<file path="src/hw/rtl/pwlcm_pkg.sv">
`timescale 1ns / 1ps
// ----------------------------------------------------------------------------
// pwlcm_pkg
// Shared types, constants and helpers of the piecewise-linear color map.
// ----------------------------------------------------------------------------

package pwlcm_pkg;

  // Default sizes handed to the top level.
  localparam int MAX_STOPS_DEF     = 8;
  localparam int FRACTION_BITS_DEF = 16;

  // Bits of the alpha quotient (alpha runs 0..255).
  localparam int ALPHA_BITS = 8;

  // Packed stop table: eight 24-bit RGB stops.
  localparam int STOP_W       = 24;
  localparam int STOP_SLOTS   = 8;
  localparam int STOP_TABLE_W = STOP_W * STOP_SLOTS;

  // Configuration port.
  localparam int CFG_DATA_W = 64;
  localparam int CFG_ADDR_W = 6;

  typedef enum logic [2:0] {
    REG_COLOR_LOW  = 3'd0,
    REG_COLOR_HIGH = 3'd1,
    REG_ALPHA_LOW  = 3'd2,
    REG_ALPHA_HIGH = 3'd3,
    REG_STOP_COUNT = 3'd4,
    REG_STOPS_LOW  = 3'd5,
    REG_STOPS_MID  = 3'd6,
    REG_STOPS_HIGH = 3'd7
  } reg_index_t;

  // Where a ratio falls: at or below zero, strictly inside, at or above one.
  typedef enum logic [1:0] {
    WHERE_LOW  = 2'd0,
    WHERE_MID  = 2'd1,
    WHERE_HIGH = 2'd2
  } where_t;

  // Register file contents seen by the datapath.
  typedef struct packed {
    logic signed [31:0]        color_low;
    logic signed [31:0]        color_high;
    logic signed [31:0]        alpha_low;
    logic signed [31:0]        alpha_high;
    logic [3:0]                stop_count;
    logic [STOP_TABLE_W-1:0]   stops;
  } cfg_t;

  // Per-item control that travels alongside the divider data.
  typedef struct packed {
    where_t      cwhere;
    where_t      awhere;
    logic        white;
    logic        aopaque;
    logic [31:0] cden;
    logic [31:0] aden;
  } prep_t;

  // RGB of stop k from the packed table: red 23:16, green 15:8, blue 7:0.
  function automatic logic [STOP_W-1:0] stop_rgb(input logic [STOP_TABLE_W-1:0] tbl,
                                                 input logic [2:0] k);
    return tbl[STOP_W * k +: STOP_W];
  endfunction

endpackage

</file>
<file path="src/hw/rtl/pwlcm_cfg.sv">
`timescale 1ns / 1ps
// ----------------------------------------------------------------------------
// pwlcm_cfg
// Register file behind the APB-style configuration port.
// ----------------------------------------------------------------------------

module pwlcm_cfg (
  input  logic                                clk,
  input  logic                                rst,
  input  logic                                psel,
  input  logic                                penable,
  input  logic                                pwrite,
  input  logic [pwlcm_pkg::CFG_ADDR_W-1:0]    paddr,
  input  logic [pwlcm_pkg::CFG_DATA_W-1:0]    pwdata,
  output logic [pwlcm_pkg::CFG_DATA_W-1:0]    prdata,
  output logic                                pready,
  output pwlcm_pkg::cfg_t                     cfg
);

  logic signed [31:0] color_low;
  logic signed [31:0] color_high;
  logic signed [31:0] alpha_low;
  logic signed [31:0] alpha_high;
  logic [3:0]         stop_count;
  logic [63:0]        stops_low;
  logic [63:0]        stops_mid;
  logic [63:0]        stops_high;
  logic               wr;
  pwlcm_pkg::reg_index_t idx;

  assign pready = 1'b1;
  assign wr     = psel & penable & pwrite & pready;
  assign idx    = pwlcm_pkg::reg_index_t'(paddr[5:3]);

  always_ff @(posedge clk) begin
    if (rst) begin
      color_low  <= '0;
      color_high <= '0;
      alpha_low  <= '0;
      alpha_high <= '0;
      stop_count <= 4'd3;
      stops_low  <= 64'h0000_FFFF_0000_FF00;
      stops_mid  <= 64'h0000_0000_0000_00FF;
      stops_high <= '0;
    end else if (wr) begin
      case (idx)
        pwlcm_pkg::REG_COLOR_LOW:  color_low  <= pwdata[31:0];
        pwlcm_pkg::REG_COLOR_HIGH: color_high <= pwdata[31:0];
        pwlcm_pkg::REG_ALPHA_LOW:  alpha_low  <= pwdata[31:0];
        pwlcm_pkg::REG_ALPHA_HIGH: alpha_high <= pwdata[31:0];
        pwlcm_pkg::REG_STOP_COUNT: stop_count <= pwdata[3:0];
        pwlcm_pkg::REG_STOPS_LOW:  stops_low  <= pwdata;
        pwlcm_pkg::REG_STOPS_MID:  stops_mid  <= pwdata;
        pwlcm_pkg::REG_STOPS_HIGH: stops_high <= pwdata;
        default: ;
      endcase
    end
  end

  always_comb begin
    case (idx)
      pwlcm_pkg::REG_COLOR_LOW:  prdata = {32'd0, color_low};
      pwlcm_pkg::REG_COLOR_HIGH: prdata = {32'd0, color_high};
      pwlcm_pkg::REG_ALPHA_LOW:  prdata = {32'd0, alpha_low};
      pwlcm_pkg::REG_ALPHA_HIGH: prdata = {32'd0, alpha_high};
      pwlcm_pkg::REG_STOP_COUNT: prdata = {60'd0, stop_count};
      pwlcm_pkg::REG_STOPS_LOW:  prdata = stops_low;
      pwlcm_pkg::REG_STOPS_MID:  prdata = stops_mid;
      pwlcm_pkg::REG_STOPS_HIGH: prdata = stops_high;
      default:                   prdata = '0;
    endcase
  end

  always_comb begin
    cfg.color_low  = color_low;
    cfg.color_high = color_high;
    cfg.alpha_low  = alpha_low;
    cfg.alpha_high = alpha_high;
    cfg.stop_count = stop_count;
    cfg.stops      = {stops_high, stops_mid, stops_low};
  end

endmodule

</file>
<file path="config.mk">
export PLATFORM = sky130hd
export DESIGN_NAME = pwlcm_cfg
export DESIGN_NICKNAME = d
export VERILOG_FILES = /design/src/hw/rtl/pwlcm_pkg.sv /design/src/hw/rtl/pwlcm_cfg.sv
export SDC_FILE = /design/constraint.sdc
export NUM_CORES = 1
export LEC_CHECK = 0
export BUFFER_PORTS_ARGS = -buffer_cell sky130_fd_sc_hd__buf_2
export CAP_MARGIN = 20
export CORE_MARGIN = 8
export CORE_UTILIZATION = 25
export CTS_BUF_LIST = sky130_fd_sc_hd__clkbuf_2
export CTS_CLUSTER_DIAMETER = 30
export DETAILED_ROUTE_END_ITERATION = 8
export MAX_ROUTING_LAYER = met4
export REMOVE_ABC_BUFFERS = 1
export SYNTH_ARGS = -nofsm -noshare
export SYNTH_HDL_FRONTEND = slang
export SYNTH_SLANG_ARGS = --single-unit
</file>
<file path="constraint.sdc">
create_clock -name clk -period 5.1 [get_ports clk]
set_input_delay 1.275 -clock clk [delete_from_list [all_inputs] [get_ports clk]]
set_output_delay 1.275 -clock clk [all_outputs]
set_load 0.02 [all_outputs]
</file>
==> metrics <==
placed insts 2922; Power Density 281 nW/um^2; Worst setup SP type input pin; Sink Count 324; Max-slew headroom 25.2%; Top Family by Delay on Critical Path simple AND/OR/NAND/NOR gates; Clock Pin Slew Worst Setup and Hold Paths 0.08 ns; Residual DRC 0; post-cts sizing count 0; Final Critical Period 4.52 ns; vias in the first global route 14200; Clock Root Buffer clkbuf_2; crit-path cells buf_4 > nor2b_4 > a221oi_1 > o22a_1 > buf_2; hold crit path type flop to flop; die area 64300 um^2; die height 254 um; post-route setup TNS 0 ns; CTS Buf Count 100; Cells after Synth 1827; Tcrit/Tclk final 88.7%; clock skew 0 ns; area grow syn2layout 26.5%; share of layout cells above drive strength 1 30.6%; via/cell ratio 4.73; critical path class input pin to output pin; required time worst endpoint 3.83 ns; Static Leakage 7.76 nW; unique cell type count in the Yosys netlist 36; port bufs 459; #FFs+latches synth 324; Final Hold Fails 0; slew at the pin closest to its max-slew limit 1.12 ns; drt total wl 63100 um; Setup-failing EPs final 0; initial antenna violation count 4; async set-reset flop share out of synthesis 0%; drt first-iter violations 1044; sequential fraction of the synthesis area 45.9%; Total Power 5.03 mW; H-tree levels 3; post-CTS setup buffer count 0; clock latency on the worst-skew pair 1.02 ns; CP max stage delay 0.90 ns; total gr overflow 0; Layout Nets 2343; Row Count 87; DPL Wire Length 41800 um; Post-Layout Cell Count 3106; crit path max-delay cell type nor2b_4; first-pass GRT wire length 91200 um; number of max-cap violations 0; Avg WL per Cell 20.3 um; GRT Overall Usage 19.2%; Ys Warns 0; worst path arrival time 3.25 ns; RSZ-0062 raised after global routing no; most common cell after layout, fill and taps aside nand2_1; CTS Buffer Depth 3; outcome completed; Max Fanout on Critical Path 33; DRT Pass-1 Iters 6; largest net degree at the start of global routing 121; total core area 56100 um^2; endpoint class of the critical path output pin; Initial Util 25.2%; GP Congestion 0.801; Final Util 31.9%; chip width 254 um; routed via count 14700; Highest Clock Rate 221 MHz; CTS tree done; WP buf/inv 2; Hold Buf Count CTS 0; fin. max-slew vios 0; Synth Flop Type dfxtp_1; Post-synth EDFFs 0; Netlist Area Pre-Place 14100 um^2; post-route ant nets 0; most frequent cells in the layout nand2_1, buf_2, dfxtp_1; Avg Cell Area, Syn 7.73 um^2; maximum vdd drop 137 uV; Top Ports 464
cell usage after synthesis, types with 2 or more instances:
cell	n	area (um^2)
a211oi_1	6	45.0
a21oi_1	294	1470
a221oi_1	19	166
a222oi_1	7	70.1
a22o_1	6	52.6
a22oi_1	32	240
buf_1	7	26.3
buf_2	65	325
buf_4	25	188
buf_6	11	124
clkbuf_1	49	184
dfxtp_1	324	6490
inv_1	18	67.6
mux2_2	39	439
mux2i_1	45	450
nand2_1	652	2450
nand2b_1	3	18.8
nand3b_1	34	255
nor2_1	87	327
nor2_2	4	25.0
nor2_4	2	22.5
nor2b_1	25	156
o21ai_0	11	55.1
o22a_1	6	52.6
o22ai_1	22	138
o2bb2ai_1	19	166
or2_1	6	37.5
report_power, final:
part           internal, mW  switching, mW  total (mW)
registers              2.55         0.0164        2.56
clock network         0.807           1.20        2.01
logic                 0.136          0.319       0.456
total                  3.49           1.53        5.03
worst paths after layout:
path,from,to,slack (ns),cells past startpoint
hold / removal,stops_high[45],stops_high[45],0.47,2
hold reg to reg,stops_high[45],stops_high[45],0.47,2
setup reg to reg,alpha_high[11],alpha_high[11],4.38,2
setup / recovery,paddr[3],prdata[3],0.58,5
metal layers:
layer  track usage, %  up-vias  part of all wire (%)
met5                -        -                     0
met4             6.62        0                   2.1
met3             5.25       88                   8.3
met2             30.2      632                    47
met1             23.5     6918                    43
li1                 -     7048                     -
final cells by class:
type	count	area, um^2
inverter	18	68.8
sequential	324	6490
antenna	9	22.5
clock inverter	32	166
timing repair buffer	496	2690
fill	6163	38200
clock buffer	143	716
tap	756	946
multi-input combinational	1328	6760
through the flow:
stage / area, um^2 / worst slack [ns] / hold WS (ns)
CTS: 17800 / 0.545 / 0.265
detailed placement: 17000 / 0.545 / 0.457
floorplan: 13300 / 0.608 / 0.537
global placement: 17000 / 0.546 / 0.454
finish: 17900 / 0.575 / 0.467
global route: 17900 / 0.484 / 0.270
flip-flops by register name, indices dropped and copies added, names as in the netlist:
register / cells
alpha_high: 32
stop_count: 4
stops_low: 64
color_high: 32
stops_high: 64
alpha_low: 32
stops_mid: 64
color_low: 32
worst min-delay path: stages, from the launching register on:
cell,delay (ns)
dfxtp_1,0.32
nand2_1,0.05
a21oi_1,0.05
kinds of logic after synthesis:
kind of cell / synth area share (%)
other: 0.0266
AOI/OAI and AO/OA: 17.4
and+or+nand+nor: 23.8
buffers and inverters: 6.48
muxes: 6.30
DFF: 45.9
No activity file was read; power rests on OpenSTA's default activity.
