==> config.mk <==
export PLATFORM = sky130hd
export DESIGN_NAME = pwlcm_front
export DESIGN_NICKNAME = d
export VERILOG_FILES = /design/src/hw/rtl/pwlcm_pkg.sv /design/src/hw/rtl/pwlcm_front.sv
export SDC_FILE = /design/constraint.sdc
export NUM_CORES = 1
export LEC_CHECK = 0
export BUFFER_PORTS_ARGS = -buffer_cell sky130_fd_sc_hd__buf_2
export CAP_MARGIN = 15
export CORE_MARGIN = 5
export CORE_UTILIZATION = 45
export DETAILED_ROUTE_END_ITERATION = 16
export PLACE_DENSITY = 0.67
export SETUP_SLACK_MARGIN = 0.15
export SYNTH_ARGS = -nofsm -noshare
export SYNTH_HDL_FRONTEND = slang
export SYNTH_SLANG_ARGS = --single-unit
export TNS_END_PERCENT = 100
==> constraint.sdc <==
create_clock -name clk -period 8 [get_ports clk]
set_input_delay 0.4 -clock clk [delete_from_list [all_inputs] [get_ports clk]]
set_output_delay 0.4 -clock clk [all_outputs]
set_load 0.005 [all_outputs]
==> src/hw/rtl/pwlcm_pkg.sv <==
`timescale 1ns / 1ps
// ----------------------------------------------------------------------------
// pwlcm_pkg
// Shared types, constants and helpers of the piecewise-linear color map.
// ----------------------------------------------------------------------------

package pwlcm_pkg;

  // Default sizes handed to the top level.
  localparam int MAX_STOPS_DEF     = 8;
  localparam int FRACTION_BITS_DEF = 16;

  // Bits of the alpha quotient (alpha runs 0..255).
  localparam int ALPHA_BITS = 8;

  // Packed stop table: eight 24-bit RGB stops.
  localparam int STOP_W       = 24;
  localparam int STOP_SLOTS   = 8;
  localparam int STOP_TABLE_W = STOP_W * STOP_SLOTS;

  // Configuration port.
  localparam int CFG_DATA_W = 64;
  localparam int CFG_ADDR_W = 6;

  typedef enum logic [2:0] {
    REG_COLOR_LOW  = 3'd0,
    REG_COLOR_HIGH = 3'd1,
    REG_ALPHA_LOW  = 3'd2,
    REG_ALPHA_HIGH = 3'd3,
    REG_STOP_COUNT = 3'd4,
    REG_STOPS_LOW  = 3'd5,
    REG_STOPS_MID  = 3'd6,
    REG_STOPS_HIGH = 3'd7
  } reg_index_t;

  // Where a ratio falls: at or below zero, strictly inside, at or above one.
  typedef enum logic [1:0] {
    WHERE_LOW  = 2'd0,
    WHERE_MID  = 2'd1,
    WHERE_HIGH = 2'd2
  } where_t;

  // Register file contents seen by the datapath.
  typedef struct packed {
    logic signed [31:0]        color_low;
    logic signed [31:0]        color_high;
    logic signed [31:0]        alpha_low;
    logic signed [31:0]        alpha_high;
    logic [3:0]                stop_count;
    logic [STOP_TABLE_W-1:0]   stops;
  } cfg_t;

  // Per-item control that travels alongside the divider data.
  typedef struct packed {
    where_t      cwhere;
    where_t      awhere;
    logic        white;
    logic        aopaque;
    logic [31:0] cden;
    logic [31:0] aden;
  } prep_t;

  // RGB of stop k from the packed table: red 23:16, green 15:8, blue 7:0.
  function automatic logic [STOP_W-1:0] stop_rgb(input logic [STOP_TABLE_W-1:0] tbl,
                                                 input logic [2:0] k);
    return tbl[STOP_W * k +: STOP_W];
  endfunction

endpackage

==> src/hw/rtl/pwlcm_front.sv <==
`timescale 1ns / 1ps
// ----------------------------------------------------------------------------
// pwlcm_front
// Three stages: offsets from the bounds, sign normalization, classification
// and divider seeding for the color and alpha ratios.
// ----------------------------------------------------------------------------

module pwlcm_front (
  input  logic                 clk,
  input  logic                 rst,
  input  logic                 en,
  input  pwlcm_pkg::cfg_t      cfg,
  input  logic                 in_valid,
  input  logic signed [31:0]   sample_value,
  output logic                 out_valid,
  output pwlcm_pkg::prep_t     info,
  output logic [31:0]          crem,
  output logic [39:0]          arem
);

  logic               v1, v2, v3;
  logic signed [32:0] cnum1, cden1, anum1, aden1;
  logic               white1, aop1;
  logic signed [32:0] cnum2, cden2, anum2, aden2;
  logic               white2, aop2;
  logic [39:0]        anum_wide;

  function automatic pwlcm_pkg::where_t where_of(input logic signed [32:0] num,
                                                 input logic signed [32:0] den);
    if (num <= 33'sd0) begin
      return pwlcm_pkg::WHERE_LOW;
    end else if (den == 33'sd0 || num >= den) begin
      return pwlcm_pkg::WHERE_HIGH;
    end
    return pwlcm_pkg::WHERE_MID;
  endfunction

  always_ff @(posedge clk) begin
    if (rst) begin
      v1 <= 1'b0;
      v2 <= 1'b0;
      v3 <= 1'b0;
    end else if (en) begin
      v1 <= in_valid;
      v2 <= v1;
      v3 <= v2;
    end
  end

  assign anum_wide = {8'd0, anum2[31:0]};

  always_ff @(posedge clk) begin
    if (en) begin
      // Offsets from the low bound, 33 bits so nothing wraps.
      cnum1  <= 33'(sample_value) - 33'(cfg.color_low);
      cden1  <= 33'(cfg.color_high) - 33'(cfg.color_low);
      anum1  <= 33'(sample_value) - 33'(cfg.alpha_low);
      aden1  <= 33'(cfg.alpha_high) - 33'(cfg.alpha_low);
      white1 <= (cfg.color_low == 32'sd0 && cfg.color_high == 32'sd0) ||
                (cfg.stop_count == 4'd0);
      aop1   <= (cfg.alpha_low == 32'sd0 && cfg.alpha_high == 32'sd0);

      // Make the denominator non-negative.
      cnum2  <= (cden1 < 33'sd0) ? -cnum1 : cnum1;
      cden2  <= (cden1 < 33'sd0) ? -cden1 : cden1;
      anum2  <= (aden1 < 33'sd0) ? -anum1 : anum1;
      aden2  <= (aden1 < 33'sd0) ? -aden1 : aden1;
      white2 <= white1;
      aop2   <= aop1;

      // Strictly inside, 0 < num < den, so both fit 32 bits unsigned.
      info.cwhere  <= where_of(cnum2, cden2);
      info.awhere  <= where_of(anum2, aden2);
      info.white   <= white2;
      info.aopaque <= aop2;
      info.cden    <= cden2[31:0];
      info.aden    <= aden2[31:0];
      crem         <= cnum2[31:0];
      arem         <= (anum_wide << 8) - anum_wide;
    end
  end

  assign out_valid = v3;

endmodule

==> impl_metrics.tcl <==
set metrics [dict create \
    synth_seq_area_share 0.4799 \
    setup_viol 0 \
    slew_viol_final 0 \
    grt_pass1_wl_mm 113.0 \
    die-area_um2 62180 \
    cp.required_ps 8310 \
    timing.final.crit_share 0.4536 \
    cts_buffers 45 \
    grt-ovfl-total 0 \
    reg2regPathDepth 11 \
    core_um2 56600 \
    cp_max_fo 6 \
    synthCells 2388 \
    power.internal_mw 4.967 \
    gp_congestion 0.9489 \
    cp-startpoint "anum2[0]" \
    layout-drive-gt1-share 0.1507 \
    wl_per_cell_um 21.30 \
    ios 503 \
    avgSynthCellArea_um2 10.80 \
    htreeDepth 2 \
    rsz0062_at_grt "false" \
    cts_buffer_depth 3 \
    worstSetupPathType "flop to flop" \
    max-cap-violations 0 \
    synth-seq-cells 413 \
    die_w_um 249.4 \
    hold_depth 3 \
    drcViolationCount 0 \
    wirelength_mm 74.64 \
    tns_ps 0 \
    p_sw_frac 0.3132 \
    critPathArrivalTime_ps 3940 \
    syn-num-nets 2975 \
    tightest_slew_ps 1016 \
    hp-start "in_valid" \
    fill_cells 4995 \
    hold_viol 0 \
    fmax_mhz 275.6 \
    cts.sinks 413 \
    grt_max_degree 143 \
    clkLatencyLatePin_ps 570 \
    skew_ps 18.05 \
    async_flop_share 0 \
    cellPowerDensity_nw_per_um2 243.4 \
    cp-end-kind "flop" \
    synth_edf_count 410 \
    cp_cell_sequence "inv_1 > ha_1 > nor3b_1 > nor3b_1 > a221o_1 > o311ai_1 > o21a_1 > o41ai_1 > nor2_1 > o41ai_1 > xnor2_1" \
    cts_root_buf "clkbuf_16" \
    yosysWarnings 0 \
    vias 19990 \
    pwr-share-seq 0.446 \
    clkPwrFrac 0.292 \
    grt_usage 0.2302 \
    finalPower_mw 7.232 \
    cts_setup_buffers 0 \
    antenna_found_initial 2 \
    syn2layout_area_growth_pct 15.26 \
    switchingPower_mw 2.265 \
    r2r-start "anum2[0]" \
    dieHeight_um 249.4 \
    instances_no_fill 3504 \
    leakage_nw 12.33 \
    ant_nets 0 \
    io_buffers 310 \
    synthFlopType "edfxtp_1" \
    timing.final.crit_period_ps 3629 \
    dp_hpwl_mm 60.51 \
    cpPeakStageDelay_ps 470 \
    crit_slowest_cell "edfxtp_1" \
    ys_types 74 \
    status "complete, no violations" \
    vias_per_cell 5.705 \
    grt_pass1_vias 19220 \
    cts_tree "built" \
    relSlewSlack 0.3226 \
    hold_path.class "input port to flop" \
    pwr-share-comb 0.261 \
    drt_first_pass_iters 5 \
    rows 87 \
    drt_iter0_markers 1753 \
    syn-cell-area_um2 25780 \
    dpl.cell_count 3421 \
    fin_util 0.5250 \
    peakVddDrop_v 0.0001493 \
    worst_setup_path_start_kind "flop" \
    path_clk_slew_ps 60 \
    initial_utilization 0.4555 \
    fin_nets 3300 \
    n_antenna_cell 0 \
]
## Yosys cell counts (29+ instances only)
library cell | count | area (um2)
nand2_1 | 153 | 574.3
nor4_1 | 72 | 450.4
nand4_1 | 42 | 262.8
nor2_1 | 100 | 375.4
edfxtp_1 | 410 | 12310
nor3_1 | 35 | 175.2
o21ai_0 | 125 | 625.6
nand3_1 | 51 | 255.2
a21oi_1 | 156 | 780.8
xor2_1 | 48 | 420.4
nor2b_1 | 29 | 181.4
clkbuf_1 | 38 | 142.6
o31ai_1 | 44 | 330.3
inv_1 | 217 | 814.5
a21o_1 | 111 | 833.3
xnor2_1 | 212 | 1857
ha_1 | 223 | 2790
nand2b_1 | 31 | 193.9
## layout make-up
type / count / area [um2] / area share
inverters: 217 / 814.5 / 0.02741
repair buffers: 317 / 1629 / 0.05482
multi-input cells: 1719 / 12450 / 0.4189
flip-flops and latches: 413 / 12370 / 0.4163
clock inverters: 30 / 334.1 / 0.01124
well taps: 756 / 945.9 / 0.03183
clock buffers: 52 / 1174 / 0.03949
## through the flow
stage,setup slack [ps],area (um2),hold slack (ps)
6_report,4371,29720,111.8
5_1_grt,4079,29720,92.62
4_1_cts,4391,29720,78.35
3_5_place_dp,4043,28200,408.6
3_3_place_gp,4049,28200,408.3
2_1_floorplan,4872,25780,400.3
## state kept, by name (all words and copies together) (netlist names), 32 cells and up
register	count
cnum2	33
crem	32
aden2	33
anum1	33
arem	40
anum2	33
cden2	33
cnum1	33
aden1	33
cden1	33
info	70
## logic make-up after synthesis
logic type	share of synthesized area
multiplexers	0.002038
flip-flops	0.4799
adder cells (fa/ha/maj)	0.1113
AO/OA/AOI/OAI	0.1584
AND/OR/NAND/NOR	0.1227
buffers and inverters	0.03732
XOR/XNOR	0.08833
## per-layer routing
layer  wire [um]  vias up  GRT usage
li1            -     9628          -
met1       35970     9511     0.3525
met2       32150      749     0.3485
met3        4739      103    0.03038
met4        1776        0    0.05535
met5           0        -          0
## worst max-delay path: cells and delay by family, from the launching register on
kind	cells	cell delay [ps]
buffers and inverters	1	130
AOI/OAI and AO/OA	5	1550
xor gates and xnor gates	1	110
and+or+nand+nor	3	930
adders and majority gates	1	180
DFF	1	470
## cells in the final DEF (no fill, tap or decap), types with 35 or more instances in the layout
cell         n
nor2_1     100
nand2_1    153
xnor2_1    212
nor4_1      72
nand3_1     51
edfxtp_1   410
o21ai_0    125
buf_2      309
a21o_1     111
o31ai_1     44
xor2_1      48
ha_1       223
clkbuf_16   46
nand4_1     42
a21oi_1    156
nor3_1      35
inv_1      217
## power by group through the flow
stage          clock, mW  sequential, mW  combinational (mW)
2_1_floorplan          0            3.14                1.23
3_3_place_gp           0            3.26                1.81
3_5_place_dp           0            3.27                1.87
4_1_cts             2.17            3.23                1.88
5_1_grt             2.25            3.27                2.10
6_report            2.11            3.23                1.89
## final timing paths
path / to / slack (ps)
worst min-delay path: v1 / 110
worst max register to register: arem[38] / 4370
worst min register to register: white2 / 430
worst max-delay path: arem[38] / 4370
## what timing repair did
action | 4_1_cts | 5_1_grt
endpoints found under the hold margin | 2 | 0
hold buffers | 1 | 0
setup endpoints to repair | 0 | 0
gates resized for setup | 0 | 0
Power figures use the tool's default switching activity.
