$ cat src/hw/rtl/pwlcm_pkg.sv
`timescale 1ns / 1ps
// ----------------------------------------------------------------------------
// pwlcm_pkg
// Shared types, constants and helpers of the piecewise-linear color map.
// ----------------------------------------------------------------------------

package pwlcm_pkg;

  // Default sizes handed to the top level.
  localparam int MAX_STOPS_DEF     = 8;
  localparam int FRACTION_BITS_DEF = 16;

  // Bits of the alpha quotient (alpha runs 0..255).
  localparam int ALPHA_BITS = 8;

  // Packed stop table: eight 24-bit RGB stops.
  localparam int STOP_W       = 24;
  localparam int STOP_SLOTS   = 8;
  localparam int STOP_TABLE_W = STOP_W * STOP_SLOTS;

  // Configuration port.
  localparam int CFG_DATA_W = 64;
  localparam int CFG_ADDR_W = 6;

  typedef enum logic [2:0] {
    REG_COLOR_LOW  = 3'd0,
    REG_COLOR_HIGH = 3'd1,
    REG_ALPHA_LOW  = 3'd2,
    REG_ALPHA_HIGH = 3'd3,
    REG_STOP_COUNT = 3'd4,
    REG_STOPS_LOW  = 3'd5,
    REG_STOPS_MID  = 3'd6,
    REG_STOPS_HIGH = 3'd7
  } reg_index_t;

  // Where a ratio falls: at or below zero, strictly inside, at or above one.
  typedef enum logic [1:0] {
    WHERE_LOW  = 2'd0,
    WHERE_MID  = 2'd1,
    WHERE_HIGH = 2'd2
  } where_t;

  // Register file contents seen by the datapath.
  typedef struct packed {
    logic signed [31:0]        color_low;
    logic signed [31:0]        color_high;
    logic signed [31:0]        alpha_low;
    logic signed [31:0]        alpha_high;
    logic [3:0]                stop_count;
    logic [STOP_TABLE_W-1:0]   stops;
  } cfg_t;

  // Per-item control that travels alongside the divider data.
  typedef struct packed {
    where_t      cwhere;
    where_t      awhere;
    logic        white;
    logic        aopaque;
    logic [31:0] cden;
    logic [31:0] aden;
  } prep_t;

  // RGB of stop k from the packed table: red 23:16, green 15:8, blue 7:0.
  function automatic logic [STOP_W-1:0] stop_rgb(input logic [STOP_TABLE_W-1:0] tbl,
                                                 input logic [2:0] k);
    return tbl[STOP_W * k +: STOP_W];
  endfunction

endpackage

$ cat src/hw/rtl/pwlcm_back.sv
`timescale 1ns / 1ps
// ----------------------------------------------------------------------------
// pwlcm_back
// Three stages: segment selection, stop fetch, per-channel blend into the
// output register.
// ----------------------------------------------------------------------------

module pwlcm_back #(
  parameter int MAX_STOPS     = pwlcm_pkg::MAX_STOPS_DEF,
  parameter int FRACTION_BITS = pwlcm_pkg::FRACTION_BITS_DEF
) (
  input  logic                      clk,
  input  logic                      rst,
  input  logic                      en,
  input  pwlcm_pkg::cfg_t           cfg,
  input  logic                      in_valid,
  input  pwlcm_pkg::prep_t          info,
  input  logic [FRACTION_BITS-1:0]  cq,
  input  logic [pwlcm_pkg::ALPHA_BITS-1:0] aq,
  output logic                      out_valid,
  output logic [7:0]                red,
  output logic [7:0]                green,
  output logic [7:0]                blue,
  output logic [7:0]                alpha
);

  localparam int            SC_W  = FRACTION_BITS + 3;
  localparam int            LW    = FRACTION_BITS + 10;
  localparam logic [3:0]    MAX_N = 4'(MAX_STOPS);

  logic                     v1, v2;
  logic [3:0]               n;
  logic [2:0]               nm1;
  logic [SC_W-1:0]          scaled;
  logic [2:0]               seg;
  logic [3:0]               seg_up;
  logic [2:0]               i0_next, i1_next;
  logic [FRACTION_BITS-1:0] t_next;
  logic [7:0]               alpha_next;

  logic [2:0]               i0, i1;
  logic [FRACTION_BITS-1:0] t1, t2;
  logic                     white1, white2;
  logic [7:0]               alpha1, alpha2;
  logic [pwlcm_pkg::STOP_W-1:0] c0, c1;

  function automatic logic [7:0] blend(input logic [7:0] ca, input logic [7:0] cb,
                                       input logic [FRACTION_BITS-1:0] t);
    logic [LW-1:0] one_m_t;
    logic [LW-1:0] acc;
    one_m_t = (LW'(1) << FRACTION_BITS) - LW'(t);
    acc     = LW'(ca) * one_m_t + LW'(cb) * LW'(t);
    return acc[FRACTION_BITS +: 8];
  endfunction

  assign n      = (cfg.stop_count > MAX_N) ? MAX_N : cfg.stop_count;
  assign nm1    = n[2:0] - 3'd1;
  assign scaled = SC_W'(cq) * SC_W'(nm1);
  assign seg    = (scaled[FRACTION_BITS +: 3] >= nm1) ? nm1 : scaled[FRACTION_BITS +: 3];
  assign seg_up = {1'b0, seg} + 4'd1;

  always_comb begin
    case (info.cwhere)
      pwlcm_pkg::WHERE_MID: begin
        i0_next = seg;
        i1_next = (seg_up < n) ? seg_up[2:0] : seg;
        t_next  = scaled[FRACTION_BITS-1:0];
      end
      pwlcm_pkg::WHERE_HIGH: begin
        i0_next = nm1;
        i1_next = nm1;
        t_next  = '0;
      end
      default: begin
        i0_next = 3'd0;
        i1_next = 3'd0;
        t_next  = '0;
      end
    endcase

    if (info.aopaque) begin
      alpha_next = 8'hFF;
    end else begin
      case (info.awhere)
        pwlcm_pkg::WHERE_MID:  alpha_next = aq;
        pwlcm_pkg::WHERE_HIGH: alpha_next = 8'hFF;
        default:               alpha_next = 8'h00;
      endcase
    end
  end

  always_ff @(posedge clk) begin
    if (rst) begin
      v1        <= 1'b0;
      v2        <= 1'b0;
      out_valid <= 1'b0;
    end else if (en) begin
      v1        <= in_valid;
      v2        <= v1;
      out_valid <= v2;
    end
  end

  always_ff @(posedge clk) begin
    if (en) begin
      i0     <= i0_next;
      i1     <= i1_next;
      t1     <= t_next;
      white1 <= info.white;
      alpha1 <= alpha_next;

      c0     <= pwlcm_pkg::stop_rgb(cfg.stops, i0);
      c1     <= pwlcm_pkg::stop_rgb(cfg.stops, i1);
      t2     <= t1;
      white2 <= white1;
      alpha2 <= alpha1;

      red    <= white2 ? 8'hFF : blend(c0[23:16], c1[23:16], t2);
      green  <= white2 ? 8'hFF : blend(c0[15:8],  c1[15:8],  t2);
      blue   <= white2 ? 8'hFF : blend(c0[7:0],   c1[7:0],   t2);
      alpha  <= alpha2;
    end
  end

endmodule

$ cat config.mk
export PLATFORM = sky130hd
export DESIGN_NAME = pwlcm_back
export DESIGN_NICKNAME = d
export VERILOG_FILES = /design/src/hw/rtl/pwlcm_pkg.sv /design/src/hw/rtl/pwlcm_back.sv
export SDC_FILE = /design/constraint.sdc
export NUM_CORES = 2
export LEC_CHECK = 0
export ABC_CLOCK_PERIOD_IN_PS = 18100
export BUFFER_PORTS_ARGS = -buffer_cell sky130_fd_sc_hd__buf_2
export CAP_MARGIN = 20
export CORE_MARGIN = 2
export CORE_UTILIZATION = 66
export DETAILED_ROUTE_END_ITERATION = 8
export GPL_TIMING_DRIVEN = 0
export MAX_ROUTING_LAYER = met4
export PLACE_DENSITY = 0.93
export SYNTH_ARGS = -nofsm -noshare
export SYNTH_HDL_FRONTEND = slang
export SYNTH_SLANG_ARGS = --single-unit
$ cat constraint.sdc
create_clock -name clk -period 18.1 [get_ports clk]
set_clock_uncertainty 0.2 [all_clocks]
set_input_delay 0.905 -clock clk [delete_from_list [all_inputs] [get_ports clk]]
set_output_delay 0.905 -clock clk [all_outputs]
set_load 0.005 [all_outputs]
==> impl_metrics.tcl <==
set metrics [dict create \
    status "completed" \
    gp_congestion 1.02 \
    finalWorstSetupSlack_ns 7.28 \
    async_flop_share_pct 0 \
    routed-via-count 26700 \
    slew_headroom_pct 22.2 \
    fin_crit_ns 10.82 \
    vias_per_cell 6.19 \
    clk_path_buf_depth 2 \
    antenna_found_initial 24 \
    r2r_start "t2[0]" \
    hp-class "flip-flop to flip-flop" \
    synth_mux_area_share_pct 8.40 \
    crit_buf_inv 7 \
    cts_tree "yes" \
    setup_viol 0 \
    path_clk_slew_ns 0.12 \
    synth_edf_count 136 \
    syn_inst 3312 \
    ys.flop_type "edfxtp_1" \
    period_share_pct 59.8 \
    cts_inserted_buffers 17 \
    grt_max_degree 103 \
    slew_viol_final 0 \
    ys_warn_count 0 \
    fp.dieH_um 228 \
    critPathKind "flip-flop to flip-flop" \
    dieArea_sq_um 51800 \
    seq_area_frac_synth_pct 12.6 \
    grt_pass1_vias 28900 \
    ys_seq_elements 139 \
    ios 455 \
    drtIter0Drc 3183 \
    fillers 3159 \
    cts_resized 0 \
    crit_family "adder cells" \
    layout_common_cells "inv_1 (712), fa_1 (651), nand2_1 (559), and2_1 (300), buf_2 (273)" \
    final_common_cell "inv_1" \
    fmax_ghz 0.0924 \
    ctsHtreeMaxLevel 4 \
    syn_area_per_cell_sq_um 9.96 \
    startpoint_type "flip-flop" \
    ant_nets 0 \
    dp_hpwl_um 80500 \
    post-cts-setup-buffers 0 \
    grt_pass1_wl_um 155000 \
    place_ws_ns 7.78 \
    initial_utilization_pct 67.1 \
    clock_sinks 139 \
    syn-num-nets 4632 \
    cp_common_cell "fa_1" \
    synthXorXnorAreaFrac_pct 1.48 \
    cp.arrival_ns 10.85 \
    core_area_sq_um 49200 \
    cap_violations 0 \
    max_stage_delay_ns 0.90 \
    crit_required_ns 18.12 \
    wire_per_inst_um 23.1 \
    cts_root_buffer "clkbuf_16" \
    fp-row-count 81 \
    hold_start "t1[7]" \
    critPathSlowestCell "a2111oi_0" \
    drive_gt1_share_pct 13.5 \
    crit_fanout 10 \
    die_w_um 228 \
    wl_um 99600 \
    grt_overflow 0 \
    yosys.area_share.simple_pct 14.8 \
    synth_top_family_by_area "adder cells" \
    synth_compound_gate_area_share_pct 3.70 \
    fin_setup_tns_ns 0 \
    rsz0062_at_grt "no" \
    worstMarginPinSlew_ns 1.17 \
    startpoint "t2[0]" \
    cts-hold-fix-buffers 0 \
    route.detailed.drc 0 \
    hold_violations 0 \
    crit_path_end_kind "flip-flop" \
    synthAdderAreaFrac_pct 48.9 \
    worstSkewPairLatency_ns 0.56 \
    syn_area_sq_um 33000 \
    first_pass_iters 8 \
    nets 4918 \
    port_buffers 262 \
    synthToLayoutAreaGrowth_pct 8.81 \
    synth_cell_type_count 78 \
    grt_usage_pct 41.9 \
]
==> worst paths after layout <==
check	end	slack (ns)	depth (start not counted)
max	red[5]	7.28	26
min	t2[7]	0.18	0
max reg2reg	red[5]	7.28	26
min reg2reg	t2[7]	0.18	0
==> cells by family (layout without fill, tap and decap cells) <==
| logic type | Yosys count | count (layout) |
|---|---|---|
| and+or+nand+nor | 1015 | 1015 |
| adders and majority gates | 898 | 898 |
| buffers and inverters | 891 | 1190 |
| AOI/OAI and AO/OA | 163 | 163 |
| muxes | 151 | 151 |
| DFF | 139 | 139 |
| xor gates and xnor gates | 55 | 55 |
| other | 0 | 31 |
==> cells in the mapped netlist, types with 3 or more instances <==
| cell | instances | share of area [%] |
|---|---|---|
| a2111oi_0 | 4 | 0.11 |
| a211oi_1 | 13 | 0.30 |
| a21o_1 | 12 | 0.27 |
| a21o_2 | 3 | 0.080 |
| a21oi_1 | 36 | 0.55 |
| a31oi_1 | 6 | 0.11 |
| and2_1 | 300 | 5.7 |
| and2_2 | 3 | 0.068 |
| and3_1 | 4 | 0.076 |
| buf_1 | 22 | 0.25 |
| buf_2 | 11 | 0.17 |
| clkbuf_1 | 144 | 1.6 |
| dfxtp_1 | 3 | 0.18 |
| edfxtp_1 | 136 | 12 |
| fa_1 | 651 | 39 |
| ha_1 | 247 | 9.4 |
| inv_1 | 712 | 8.1 |
| mux2_2 | 48 | 1.6 |
| mux2i_1 | 7 | 0.21 |
| mux4_2 | 96 | 6.6 |
| nand2_1 | 559 | 6.4 |
| nand2b_1 | 23 | 0.44 |
| nand3_1 | 18 | 0.27 |
| nand4_1 | 17 | 0.32 |
| nor2_1 | 43 | 0.49 |
| nor2b_1 | 8 | 0.15 |
| nor3_1 | 7 | 0.11 |
| nor3_2 | 3 | 0.091 |
| nor4_1 | 6 | 0.11 |
| o2111ai_1 | 3 | 0.080 |
| o211ai_1 | 5 | 0.11 |
| o21a_1 | 7 | 0.16 |
| o21ai_0 | 28 | 0.42 |
| o21ai_1 | 3 | 0.045 |
| o21bai_1 | 10 | 0.23 |
| o22ai_1 | 3 | 0.057 |
| o31ai_1 | 3 | 0.068 |
| or2_2 | 7 | 0.13 |
| or3_1 | 3 | 0.057 |
| xnor2_1 | 38 | 1.0 |
| xor2_1 | 16 | 0.42 |
==> final cells by class <==
cell class / count / area [sq um] / share of cell area, %
multi-input cells: 2282 / 25500 / 71.0
flip-flops and latches: 139 / 4140 / 11.5
inverters: 713 / 2680 / 7.45
repair buffers: 267 / 1390 / 3.86
well taps: 664 / 831 / 2.31
plain buffers: 178 / 689 / 1.92
clock buffers: 17 / 425 / 1.18
clock inverters: 15 / 185 / 0.516
diodes: 31 / 77.6 / 0.216
==> flip-flops by register name, indices dropped and copies added, names as in the netlist <==
register   flops
alpha          8
v2             1
i1             3
i0             3
white2         1
c0            24
t1            16
alpha1         8
c1            24
v1             1
out_valid      1
t2            16
blue           8
white1         1
alpha2         8
green          8
red            8
==> through the flow <==
stage	instance area [sq um]	instances	util, %	hold slack (ns)
3_3_place_gp	35100	4238	71.5	0.201
4_1_cts	35800	4271	72.8	0.178
2_1_floorplan	33000	3312	-	0.200
3_5_place_dp	35200	4239	71.6	0.205
6_report	35900	4306	73.0	0.178
5_1_grt	35900	4300	73.0	0.182
==> layer usage <==
metal,track usage (%),vias up,wire (um)
li1,-,10800,-
met5,-,-,0
met4,25.6,0,7680
met2,63.2,2152,44700
met1,48.2,13000,32600
met3,14.8,672,14700
Power is not shown: default switching activity piles up to over one toggle a cycle in this logic, so the estimate is an artifact.
