<file path="config.mk">
export PLATFORM = sky130hd
export DESIGN_NAME = pwlcm_div_stage
export DESIGN_NICKNAME = d
export VERILOG_FILES = /design/src/hw/rtl/pwlcm_pkg.sv /design/src/hw/rtl/pwlcm_div_stage.sv
export SDC_FILE = /design/constraint.sdc
export NUM_CORES = 1
export LEC_CHECK = 0
export ABC_AREA = 1
export BUFFER_PORTS_ARGS = -buffer_cell sky130_fd_sc_hd__buf_2
export CAP_MARGIN = 15
export CORE_MARGIN = 3
export CORE_UTILIZATION = 40
export DETAILED_ROUTE_END_ITERATION = 6
export GPL_ROUTABILITY_DRIVEN = 0
export HOLD_SLACK_MARGIN = 0.03
export PLACE_DENSITY = 0.67
export SYNTH_ARGS = -nofsm -noshare
export SYNTH_HDL_FRONTEND = slang
export SYNTH_SLANG_ARGS = --single-unit
</file>
<file path="constraint.sdc">
create_clock -name clk -period 1.95 [get_ports clk]
set_clock_uncertainty 0.15 [all_clocks]
set_input_delay 0.195 -clock clk [delete_from_list [all_inputs] [get_ports clk]]
set_output_delay 0.195 -clock clk [all_outputs]
set_load 0.005 [all_outputs]
</file>
<file path="src/hw/rtl/pwlcm_pkg.sv">
`timescale 1ns / 1ps
// ----------------------------------------------------------------------------
// pwlcm_pkg
// Shared types, constants and helpers of the piecewise-linear color map.
// ----------------------------------------------------------------------------

package pwlcm_pkg;

  // Default sizes handed to the top level.
  localparam int MAX_STOPS_DEF     = 8;
  localparam int FRACTION_BITS_DEF = 16;

  // Bits of the alpha quotient (alpha runs 0..255).
  localparam int ALPHA_BITS = 8;

  // Packed stop table: eight 24-bit RGB stops.
  localparam int STOP_W       = 24;
  localparam int STOP_SLOTS   = 8;
  localparam int STOP_TABLE_W = STOP_W * STOP_SLOTS;

  // Configuration port.
  localparam int CFG_DATA_W = 64;
  localparam int CFG_ADDR_W = 6;

  typedef enum logic [2:0] {
    REG_COLOR_LOW  = 3'd0,
    REG_COLOR_HIGH = 3'd1,
    REG_ALPHA_LOW  = 3'd2,
    REG_ALPHA_HIGH = 3'd3,
    REG_STOP_COUNT = 3'd4,
    REG_STOPS_LOW  = 3'd5,
    REG_STOPS_MID  = 3'd6,
    REG_STOPS_HIGH = 3'd7
  } reg_index_t;

  // Where a ratio falls: at or below zero, strictly inside, at or above one.
  typedef enum logic [1:0] {
    WHERE_LOW  = 2'd0,
    WHERE_MID  = 2'd1,
    WHERE_HIGH = 2'd2
  } where_t;

  // Register file contents seen by the datapath.
  typedef struct packed {
    logic signed [31:0]        color_low;
    logic signed [31:0]        color_high;
    logic signed [31:0]        alpha_low;
    logic signed [31:0]        alpha_high;
    logic [3:0]                stop_count;
    logic [STOP_TABLE_W-1:0]   stops;
  } cfg_t;

  // Per-item control that travels alongside the divider data.
  typedef struct packed {
    where_t      cwhere;
    where_t      awhere;
    logic        white;
    logic        aopaque;
    logic [31:0] cden;
    logic [31:0] aden;
  } prep_t;

  // RGB of stop k from the packed table: red 23:16, green 15:8, blue 7:0.
  function automatic logic [STOP_W-1:0] stop_rgb(input logic [STOP_TABLE_W-1:0] tbl,
                                                 input logic [2:0] k);
    return tbl[STOP_W * k +: STOP_W];
  endfunction

endpackage

</file>
<file path="src/hw/rtl/pwlcm_div_stage.sv">
`timescale 1ns / 1ps
// ----------------------------------------------------------------------------
// pwlcm_div_stage
// One restoring-division step for the color fraction and, in the first
// stages, one step of the alpha quotient.
// ----------------------------------------------------------------------------

module pwlcm_div_stage #(
  parameter int FRACTION_BITS = pwlcm_pkg::FRACTION_BITS_DEF,
  parameter int STEP          = 0
) (
  input  logic                      clk,
  input  logic                      rst,
  input  logic                      en,
  input  logic                      in_valid,
  input  pwlcm_pkg::prep_t          in_info,
  input  logic [31:0]               in_crem,
  input  logic [FRACTION_BITS-1:0]  in_cq,
  input  logic [39:0]               in_arem,
  input  logic [pwlcm_pkg::ALPHA_BITS-1:0] in_aq,
  output logic                      out_valid,
  output pwlcm_pkg::prep_t          out_info,
  output logic [31:0]               out_crem,
  output logic [FRACTION_BITS-1:0]  out_cq,
  output logic [39:0]               out_arem,
  output logic [pwlcm_pkg::ALPHA_BITS-1:0] out_aq
);

  logic [32:0] shifted;
  logic        cbit;

  assign shifted = {in_crem, 1'b0};
  assign cbit    = shifted >= {1'b0, in_info.cden};

  always_ff @(posedge clk) begin
    if (rst) begin
      out_valid <= 1'b0;
    end else if (en) begin
      out_valid <= in_valid;
    end
  end

  // Without a quotient bit the doubled remainder stays below the divisor,
  // so it fits in 32 bits.
  always_ff @(posedge clk) begin
    if (en) begin
      out_info <= in_info;
      out_crem <= cbit ? 32'(shifted - {1'b0, in_info.cden}) : shifted[31:0];
      out_cq   <= {in_cq[FRACTION_BITS-2:0], cbit};
    end
  end

  generate
    if (STEP < pwlcm_pkg::ALPHA_BITS) begin : g_alpha
      localparam int SHIFT = pwlcm_pkg::ALPHA_BITS - 1 - STEP;
      logic [39:0] dsh;
      logic        abit;

      assign dsh  = {8'd0, in_info.aden} << SHIFT;
      assign abit = in_arem >= dsh;

      always_ff @(posedge clk) begin
        if (en) begin
          out_arem <= abit ? in_arem - dsh : in_arem;
          out_aq   <= {in_aq[pwlcm_pkg::ALPHA_BITS-2:0], abit};
        end
      end
    end else begin : g_carry
      always_ff @(posedge clk) begin
        if (en) begin
          out_arem <= in_arem;
          out_aq   <= in_aq;
        end
      end
    end
  endgenerate

endmodule

</file>
==> results of run 1 <==
==> cell usage in the layout (no fill, tap or decap), drive strengths merged <==
| cell type | synthesis | final |
|---|---|---|
| edfxtp | 166 | 166 |
| fa | 2 | 2 |
| and2 | 10 | 10 |
| nor2 | 90 | 90 |
| nor3 | 13 | 13 |
| clkinv | 0 | 10 |
| a21oi | 40 | 40 |
| inv | 322 | 327 |
| nand3 | 106 | 106 |
| buf | 15 | 569 |
| and3 | 1 | 1 |
| dlygate4sd3 | 0 | 158 |
| diode | 0 | 1 |
| nand2 | 632 | 635 |
| nand4 | 9 | 9 |
| xor2 | 27 | 27 |
| clkbuf | 0 | 18 |
| mux2i | 1 | 1 |
| nand3b | 8 | 8 |
| o21bai | 2 | 2 |
| o21ai | 3 | 3 |
| ha | 64 | 64 |
| xnor2 | 2 | 2 |
| or2 | 2 | 2 |
| dfxtp | 1 | 1 |
==> cell usage after synthesis (2+ instances only) <==
cell type,instances
ha_1,64
a21oi_1,38
nand2_2,23
a21oi_2,2
buf_2,6
nor2_4,2
xnor2_1,2
nand3_1,103
nand3b_1,8
nand4_1,9
inv_2,3
xor2_1,27
nor3_1,13
buf_4,3
inv_1,319
nand3_2,3
buf_6,4
buf_12,2
nor2_2,4
and2_1,10
edfxtp_1,166
o21bai_1,2
fa_1,2
or2_2,2
o21ai_0,3
nand2_1,607
nor2_1,84
==> path summary, 6_finish.rpt <==
kind | slack [ns] | to | from | cells past startpoint
setup / recovery | 0.06 | out_arem[37] | in_arem[3] | 12
hold / removal | 0.04 | out_arem[9] | in_arem[9] | 4
setup reg to reg | 0.66 | out_valid | out_valid | 3
hold reg to reg | 0.91 | out_valid | out_valid | 3
==> flip-flops by register name (all words and copies together) (netlist names) <==
signal,flops
out_info,70
out_arem,40
out_crem,32
out_cq,16
out_aq,8
out_valid,1
==> timing repair <==
item | 4_1_cts | 5_1_grt
setup buffers | 0 | 4
gates resized for setup | 0 | 81
endpoints found under the setup margin | 0 | 66
hold buffers | 158 | 0
endpoints found under the hold margin | 157 | 0
==> through the flow <==
| step | area, µm² | hold WS (ns) | worst slack [ns] |
|---|---|---|---|
| global route | 18000 | 0.0638 | -0.0679 |
| CTS | 17500 | 0.0318 | 0.00207 |
| floorplan | 11400 | 0.117 | -0.000321 |
| detailed placement | 15300 | 0.209 | -0.453 |
| global placement | 15300 | 0.201 | -0.393 |
| finish | 18000 | 0.0440 | 0.0559 |
==> worst reg2reg max path, delay by kind of cell (launching register included) <==
family        cells  cell delay [ns]
mux               1             0.12
buf+inv           1             0.55
simple gates      1             0.05
flops             1             0.32
==> cells by family (layout without fill, tap and decap cells) <==
family / Yosys count / count (layout) / share of synthesized area
fa+ha+maj: 66 / 66 / 0.0743
compound gates: 45 / 45 / 0.0210
flops: 167 / 167 / 0.442
other cells: 0 / 1 / 0
xor+xnor: 29 / 29 / 0.0224
simple gates: 871 / 874 / 0.320
buf+inv: 337 / 1082 / 0.119
mux: 1 / 1 / 0.000884
==> per-layer routing <==
layer / global-route usage / share of wire / vias up
met4: 0.0781 / 0.028 / 0
met5: 0 / 0 / -
li1: - / - / 6171
met2: 0.455 / 0.50 / 486
met1: 0.312 / 0.40 / 5698
met3: 0.0419 / 0.069 / 76
==> power by group through the flow <==
stage / Clock [W] / Combinational [W] / Sequential (W)
floorplan: 0 / 0.00154 / 0.00465
finish: 0.00359 / 0.00382 / 0.00452
global route: 0.00377 / 0.00420 / 0.00456
detailed placement: 0 / 0.00334 / 0.00459
global placement: 0 / 0.00328 / 0.00459
CTS: 0.00364 / 0.00360 / 0.00452
==> cell type report <==
| type | count | area share |
|---|---|---|
| multi-input combinational | 1015 | 0.305 |
| timing repair buffer | 728 | 0.289 |
| sequential | 167 | 0.278 |
| inverter | 322 | 0.0672 |
| tap | 372 | 0.0259 |
| clock buffer | 17 | 0.0236 |
| clock inverter | 15 | 0.0113 |
| antenna | 1 | 0.000139 |
==> results.md, run 1 <==
* Status: completed
* Post-Route Setup TNS at 0 ns
* Vias per cell at 4.71
* Total area of sequential cells at 0.00500 mm²
* Placement Rows at 60
* Die span in x at 174 µm
* Yosys reg bits at 167
* Multi-input logic area at 0.00549 mm²
* Final Setup Violations at 0
* Vias in the first global route at 12398
* Pwr Total at 0.0119 W
* Clk buf depth at 2
* Switching power of the nets at 0.00394 W
* Sw frac at 0.330
* Crit-path max cell delay at 0.53 ns
* Grt total ovfl at 0
* Critical path class: input pin to register
* Final core utilization at 0.657
* Clk pwr share at 0.301
* Area Growth Syn to Fin at 59.0%
* Synth Instances at 1516
* GRT Util Overall at 0.254
* H-tree lvl count at 4
* Crit Path Max Fanout at 16
* Clk sinks at 167
* Sequential Power Share at 0.379
* Clk_lat worst skew at 0.43 ns
* Mean Syn Cell Area at 7.47 µm²
* Fillcell total at 2279
* Die Area at 0.0304 mm²
* Clock Tree Root: clkbuf_16
* Detailed Route WL at 40.2 mm
* RSZ-0062 raised after global routing: yes
* Share of cells above drive strength 1 at 0.317
* Clk slew on worst S/H paths at 0.08 ns
* Final Hold Viols at 0
* Synthesized cell area at 0.0113 mm²
* Most used DFF post-synth: edfxtp_1
* Ys Warns at 0
* Period minus WS final at 1.89 ns
* Max IR drop VDD at 540 µV
* Inserted Clock Buffers at 17
* Max Cap Viol at 0
* Pleak at 9.62 nW
* DRC at 0
* CP bufs+invs at 4
* Initial detailed-routing violation count at 939
* Synth cell types at 32
* Synth area leaders: edfxtp_1 (44%), nand2_1 (20%), inv_1 (11%)
* Io pins at 337
* Post-layout net count at 2487
* Die span in y at 174 µm
* WP data required at 1.99 ns
* Placeable Area at 0.0274 mm²
* Pins over their slew limit at 0
* Power density cells at 663 mW/mm²
* Post-synth top area cell: edfxtp_1
* IO Port Bufs at 334
* Post-synth EDFFs at 166
* Sequential-to-total area share from yosys stat at 0.442
* Slew @ Worst Pin at 0.638 ns
* CTS tree: done
* Slowest cell on the critical path: dlygate4sd3_1
* Post-Place Cells at 2441
* Post-DP HPWL at 29.9 mm
* Synthesized net count at 1752
* Routed len/inst at 15.2 µm
* CP arrival at 1.94 ns
* Crit-path cells: dlygate4sd3_1 > buf_2 > nor2_4 > nand3_2 > nor2_4 > nand2_2 > a21oi_4 > nor2_4 > buf_12 > buf_12 > nand3_1 > nand2_1
* TritonRoute pass-1 iters at 5
* P_int at 0.00798 W
* Logic gate share of total power at 0.320
* Crit path capture type: register
* Crit-path leading delay family: buffers and inverters
* Startpoint Class: input pin
* Maximum clock rate at 528 MHz
* Worst hold path type: input pin to register
* First-pass GRT wire length at 62.0 mm
* Share of flip-flops with an asynchronous set or reset at 0
* Post-synth top area share at 0.440
* Initial core utilization at 0.413
* Total number of vias at 12431
* Final period util at 0.971
* Post-Layout Cell Count at 2637
* Antenna violations before repair at 1
* Slew headroom at 0.575
* Cell mode on critical path: nor2_4
* Largest net degree at the start of global routing at 55
* Post-route ant nets at 0
Power figures use the tool's default switching activity.
==> run 2: changes to the inputs <==
Settings changed: CTS_BUF_LIST set to sky130_fd_sc_hd__clkbuf_4 sky130_fd_sc_hd__clkbuf_8.
==> run 2 against run 1 <==
Setup slack worse by 0.00094 ns; non-clock buffer count grew 3; routed wire length decreased by 3.0%; critical path depth fell by 1; sequential share of layout area up 0.75 points; global-route usage is 0.13 points lower; design area down 2.6%; die area stayed put; fmax hardly changed; count of clock-buffer cells in the layout is the same; largest power group unchanged.
==> results.md, run 2 (synthesis results as in run 1) <==
* Area Growth Syn to Fin at 54.8%
* Post-DP HPWL at 29.9 mm
* CP arrival at 1.97 ns
* Share of cells above drive strength 1 at 0.302
* Max reg flops at 70
* Largest Register: out_info
* DRC at 0
* Placement Rows at 60
* P_int at 0.00717 W
* Clock Tree Root: clkbuf_8
* IO Port Bufs at 334
* Startpoint Class: input pin
* Initial core utilization at 0.413
* Vias per cell at 4.65
* Commonest non-fill, non-tap cell in the layout: nand2_1
* Clk_lat worst skew at 0.46 ns
* Maximum clock rate at 528 MHz
* Final Hold Viols at 0
* Die Area at 0.0304 mm²
* Die span in x at 174 µm
* Worst hold path type: input pin to register
* Vias in the first global route at 12355
* Max Cap Viol at 0
* TritonRoute pass-1 iters at 7
* Biggest regs: out_info x70, out_arem x40, out_crem x32
* Routed len/inst at 14.8 µm
* Total number of vias at 12271
* Final Setup Violations at 0
* Logic gate share of total power at 0.338
* WP data required at 2.03 ns
* Inserted Clock Buffers at 17
* Antenna violations before repair at 1
* Largest net degree at the start of global routing at 55
* Pleak at 9.51 nW
* RSZ-0062 raised after global routing: yes
* Fillcell total at 2400
* Grt total ovfl at 0
* Commonest cells after routing, fill and taps aside: nand2_1 (599), buf_2 (333), inv_1 (319), buf_4 (223), edfxtp_1 (166)
* Post-Route Setup TNS at 0 ns
* Clk pwr share at 0.248
* Post-CTS Setup Bufs at 0
* Crit Path Max Fanout at 16
* Setup WS pre-CTS at -0.453 ns
* Placeable Area at 0.0274 mm²
* Status: completed
* Clk buf depth at 2
* Pwr Total at 0.0109 W
* Power density cells at 623 mW/mm²
* Post-route ant nets at 0
* Crit path capture type: register
* Clk sinks at 167
* Final period util at 0.972
* Switching power of the nets at 0.00375 W
* Detailed Route WL at 39.0 mm
* Post-layout net count at 2488
* Max IR drop VDD at 371 µV
* Clk slew on worst S/H paths at 0.11 ns
* Die span in y at 174 µm
* GRT Util Overall at 0.252
* Sw frac at 0.343
* Period minus WS final at 1.89 ns
* Io pins at 337
* Sequential Power Share at 0.414
* First-pass GRT wire length at 61.7 mm
* Slew headroom at 0.576
* CTS tree: done
* Final WS setup at 0.0550 ns
* Initial detailed-routing violation count at 894
* Critical path class: input pin to register
* H-tree lvl count at 4
* Slew @ Worst Pin at 0.637 ns
* Pins over their slew limit at 0
## run 2: cell count changes in the layout (fill, tap and decap cells not counted), sizes merged
cell,before,now
dlygate4sd3,158,163
buf,569,568
nand2,635,633
clkbuf,18,17
## run 2: stage by stage
| stage | cells | cell area, µm² | utilization | hold slack, ns |
|---|---|---|---|---|
| after floorplan | 1516 | 11400 | - | 0.117 |
| after global placement | 2441 | 15300 | 0.558 | 0.201 |
| after detailed placement | 2441 | 15300 | 0.558 | 0.209 |
| after CTS | 2636 | 17400 | 0.633 | 0.0349 |
| after global routing | 2638 | 17500 | 0.639 | 0.0672 |
| final | 2638 | 17500 | 0.639 | 0.0762 |
## run 2: layer usage
| layer | GRT usage | routed length (µm) | vias up | share of wire |
|---|---|---|---|---|
| met2 | 0.453 | 19500 | 462 | 0.50 |
| met3 | 0.0454 | 2630 | 72 | 0.067 |
| met4 | 0.0717 | 957 | 0 | 0.025 |
| li1 | - | - | 6158 | - |
| met5 | 0 | 0 | - | 0 |
| met1 | 0.310 | 15900 | 5579 | 0.41 |
## run 2: worst max-delay path, stage by stage
cell,delay [ns]
dlygate4sd3_1,0.53
buf_2,0.13
nor2_2,0.17
nand3_1,0.11
nor2_2,0.12
nand2_1,0.08
a21oi_2,0.18
nor2_4,0.10
buf_6,0.18
nand3_1,0.10
nand2_1,0.06
## run 2: worst paths after layout
kind / start / to / slack (ns) / cells past startpoint
worst max-delay path: in_arem[5] / out_arem[34] / 0.06 / 11
worst min-delay path: in_arem[8] / out_arem[8] / 0.08 / 4
worst max register to register: out_valid / out_valid / 0.66 / 3
worst min register to register: out_valid / out_valid / 0.91 / 3
## run 2: area by class of cell
type | count | area (µm²) | area share
Antenna cell | 1 | 2.50 | 0.000143
Clock buffer | 17 | 234 | 0.0134
Clock inverter | 15 | 204 | 0.0116
Inverter | 322 | 1210 | 0.0690
Multi-Input combinational cell | 1013 | 5220 | 0.298
Sequential cell | 167 | 5000 | 0.286
Tap cell | 372 | 465 | 0.0266
Timing Repair Buffer | 731 | 5190 | 0.296
## run 2: timing repair
action | CTS | global route
gates resized for setup | 0 | 37
hold endpoints to repair | 162 | 0
setup endpoints to repair | 0 | 63
hold buffers | 163 | 0
## run 2: power by group through the flow
stage / Combinational, W / Sequential, W / Clock (W)
after floorplan: 0.00154 / 0.00465 / 0
after global placement: 0.00328 / 0.00459 / 0
after detailed placement: 0.00334 / 0.00459 / 0
after CTS: 0.00360 / 0.00452 / 0.00277
after global routing: 0.00408 / 0.00456 / 0.00289
final: 0.00369 / 0.00452 / 0.00270
==> run 3: changes to the inputs <==
Settings changed: ABC_AREA 1 to not set, PLACE_DENSITY 0.67 to 0.69.
==> run 3 against run 2 <==
The run now ends with negative setup slack left; die area down 15%; power increased by 6.2%; critical path type unchanged; utilization grew 11 points; critical endpoint is now out_arem[35]; highest routed layer is now met5; hold slack lost 0.013 ns; count of clock-buffer cells in the layout increased by 1; combinational power grew 17%; first-iteration DRC count decreased by 20%; setup slack lost 0.77 ns; sequential power increased by 0.9%; global-route usage increased by 1.4 points.
==> results.md, run 3 <==
* Status: finished with violations
* Placement Rows at 55
* Clk slew on worst S/H paths at 0.11 ns
* Max reg flops at 70
* Sw frac at 0.309
* Flop-to-flop setup slack at 0.65 ns
* P_int at 0.00801 W
* Share of cells above drive strength 1 at 0.511
* Die span in x at 161 µm
* Largest net degree at the start of global routing at 44
* Clk pwr share at 0.233
* Synth area leaders: edfxtp_1 (52%), ha_1 (8.4%), a21oi_1 (3.3%)
* Maximum clock rate at 375 MHz
* Sequential-to-total area share from yosys stat at 0.524
* GRT Util Overall at 0.266
* Ys Warns at 0
* Top-count cell post-synth: edfxtp_1
* Initial detailed-routing violation count at 715
* Biggest regs: out_info x70, out_arem x40, out_crem x32
* Switching power of the nets at 0.00358 W
* Hold Path Cell Cnt at 2
* H-tree lvl count at 4
* RSZ-0062 raised after global routing: yes
* Violated checks: negative setup slack
* Die Area at 0.0258 mm²
* Post-route ant nets at 0
* Final Setup Violations at 66
* Post-synth top area cell: edfxtp_1
* Detailed Route WL at 36.7 mm
* Multi-input logic area at 0.00535 mm²
* Post-synth top area share at 0.522
* Worst hold slack at 0.0631 ns
* Clock Tree Root: clkbuf_8
* Largest Register: out_info
* R2R cell count at 3
* R2R Path End: out_valid
* Pins over their slew limit at 0
* Worst setup path endpoint: out_arem[35]
* Pleak at 7.81 nW
* Initial core utilization at 0.414
* Antenna violations before repair at 5
* Period minus WS final at 2.67 ns
* Commonest cells after routing, fill and taps aside: buf_2 (313), buf_4 (231), edfxtp_1 (166), dlygate4sd3_1 (164), nand2_1 (68)
* Final WS setup at -0.719 ns
* Synthesized cell area at 0.00955 mm²
* Inserted Clock Buffers at 17
* Worst R2R Start: out_valid
* Clk_lat worst skew at 0.45 ns
* Fin area at 0.0174 mm²
* Die span in y at 161 µm
* Placeable Area at 0.0231 mm²
* TritonRoute pass-1 iters at 5
* Area Growth Syn to Fin at 81.7%
* DRC at 0
* Fillcell total at 1448
* Post-layout net count at 1862
* Most used DFF post-synth: edfxtp_1
* Critical path class: input pin to register
* Synth cell types at 63
* Share of flip-flops with an asynchronous set or reset at 0
* First-pass GRT wire length at 54.6 mm
* Final Hold Viols at 0
* Max Cap Viol at 0
* Synthesized net count at 1098
* CTS tree: done
* Crit path capture type: register
* Total area of sequential cells at 0.00500 mm²
* CP arrival at 2.73 ns
* Worst hold path type: input pin to register
* Total number of vias at 10145
* Commonest non-fill, non-tap cell in the layout: buf_2
* Routed len/inst at 18.8 µm
* Yosys reg bits at 167
* Vias in the first global route at 10511
* Post-synth EDFFs at 166
* Slew @ Worst Pin at 0.365 ns
* Max IR drop VDD at 361 µV
* Final period util at 1.37
* Crit Path Max Fanout at 3
* Post-DP HPWL at 22.6 mm
* Crit. Startpoint: in_arem[7]
* Vias per cell at 5.19
* Sequential Power Share at 0.394
* Clk buf depth at 2
* Synth top cells by count: edfxtp_1 (166), nand2_1 (83), inv_1 (78)
* Pwr Total at 0.0116 W
* Logic gate share of total power at 0.374
* Power density cells at 668 mW/mm²
* Grt total ovfl at 0
* Slew headroom at 0.750
* Placed cell area at 0.0137 mm²
* IO Port Bufs at 334
* Clk sinks at 167
* Io pins at 337
* Startpoint Class: input pin
* Setup WS pre-CTS at -1.33 ns
* Post-Route Setup TNS at -25.65 ns
* WP data required at 2.01 ns
* Synth Instances at 862
* Mean Syn Cell Area at 11.1 µm²
## run 3: cell count changes in the layout (fill, tap and decap cells not counted), sizes merged, moves of 28 or more
| cell | before | now |
|---|---|---|
| mux2 | 0 | 28 |
| buf | 568 | 607 |
| o21ai | 3 | 64 |
| nor2 | 90 | 44 |
| inv | 327 | 84 |
| a21o | 0 | 28 |
| nand2 | 633 | 83 |
| nand3 | 106 | 19 |
## run 3: final cells by class
type,instances,area share
inverter,78,0.0202
tap,313,0.0226
sequential,167,0.288
clock inverter,14,0.00937
clock buffer,18,0.0139
timing repair buffer,771,0.337
antenna,1,0.000144
multi-input combinational,591,0.309
## run 3: per-stage QoR
stage / instances / util
floorplan: 862 / -
global placement: 1705 / 0.593
detailed placement: 1705 / 0.593
CTS: 1942 / 0.735
global route: 1953 / 0.753
finish: 1953 / 0.753
## run 3: per-layer routing
metal | track usage | up-vias | routed length (µm)
met5 | 0 | - | 57
met1 | 0.285 | 4836 | 13000
li1 | - | 4709 | -
met3 | 0.0681 | 129 | 2720
met4 | 0.108 | 8 | 1540
met2 | 0.497 | 463 | 19400
## run 3: repair_timing
action / 4_1_cts / 5_1_grt
endpoints found under the hold margin: 188 / 1
setup buffers: 36 / 20
hold buffers: 164 / 1
endpoints found under the setup margin: 67 / 67
gates resized for setup: 174 / 95
cloned: 8 / 0
pin swaps: 78 / 66
## run 3: power by group through the flow
| stage | clock (W) | sequential [W] | combinational [W] |
|---|---|---|---|
| floorplan | 0 | 0.00469 | 0.00152 |
| global placement | 0 | 0.00463 | 0.00312 |
| detailed placement | 0 | 0.00463 | 0.00317 |
| CTS | 0.00270 | 0.00456 | 0.00403 |
| global route | 0.00288 | 0.00460 | 0.00463 |
| finish | 0.00270 | 0.00456 | 0.00433 |
## run 3: worst max-delay path, stage by stage
cell     delay (ns)
buf_12         0.11
inv_12         0.04
ha_4           0.12
fa_2           0.23
nor2b_4        0.05
o31a_1         0.27
o311a_1        0.41
o21ba_1        0.20
o41a_1         0.35
o21a_4         0.24
nor2b_4        0.14
buf_4          0.13
o21ai_1        0.07
and3_4         0.16
## run 3: cell families after synthesis
logic type	share of synthesized area
compound gates	0.159
xor+xnor	0.0477
fa+ha+maj	0.0881
buf+inv	0.0417
flops	0.524
mux	0.0366
simple gates	0.103
## run 3: worst min path at each step
| stage | end | startpoint |
|---|---|---|
| 2_1_floorplan | out_valid | rst |
| 3_3_place_gp | out_valid | rst |
| 3_5_place_dp | out_valid | rst |
| 4_1_cts | out_arem[7] | in_info[0] |
| 5_1_grt | out_crem[26] | en |
| 6_report | out_crem[26] | en |
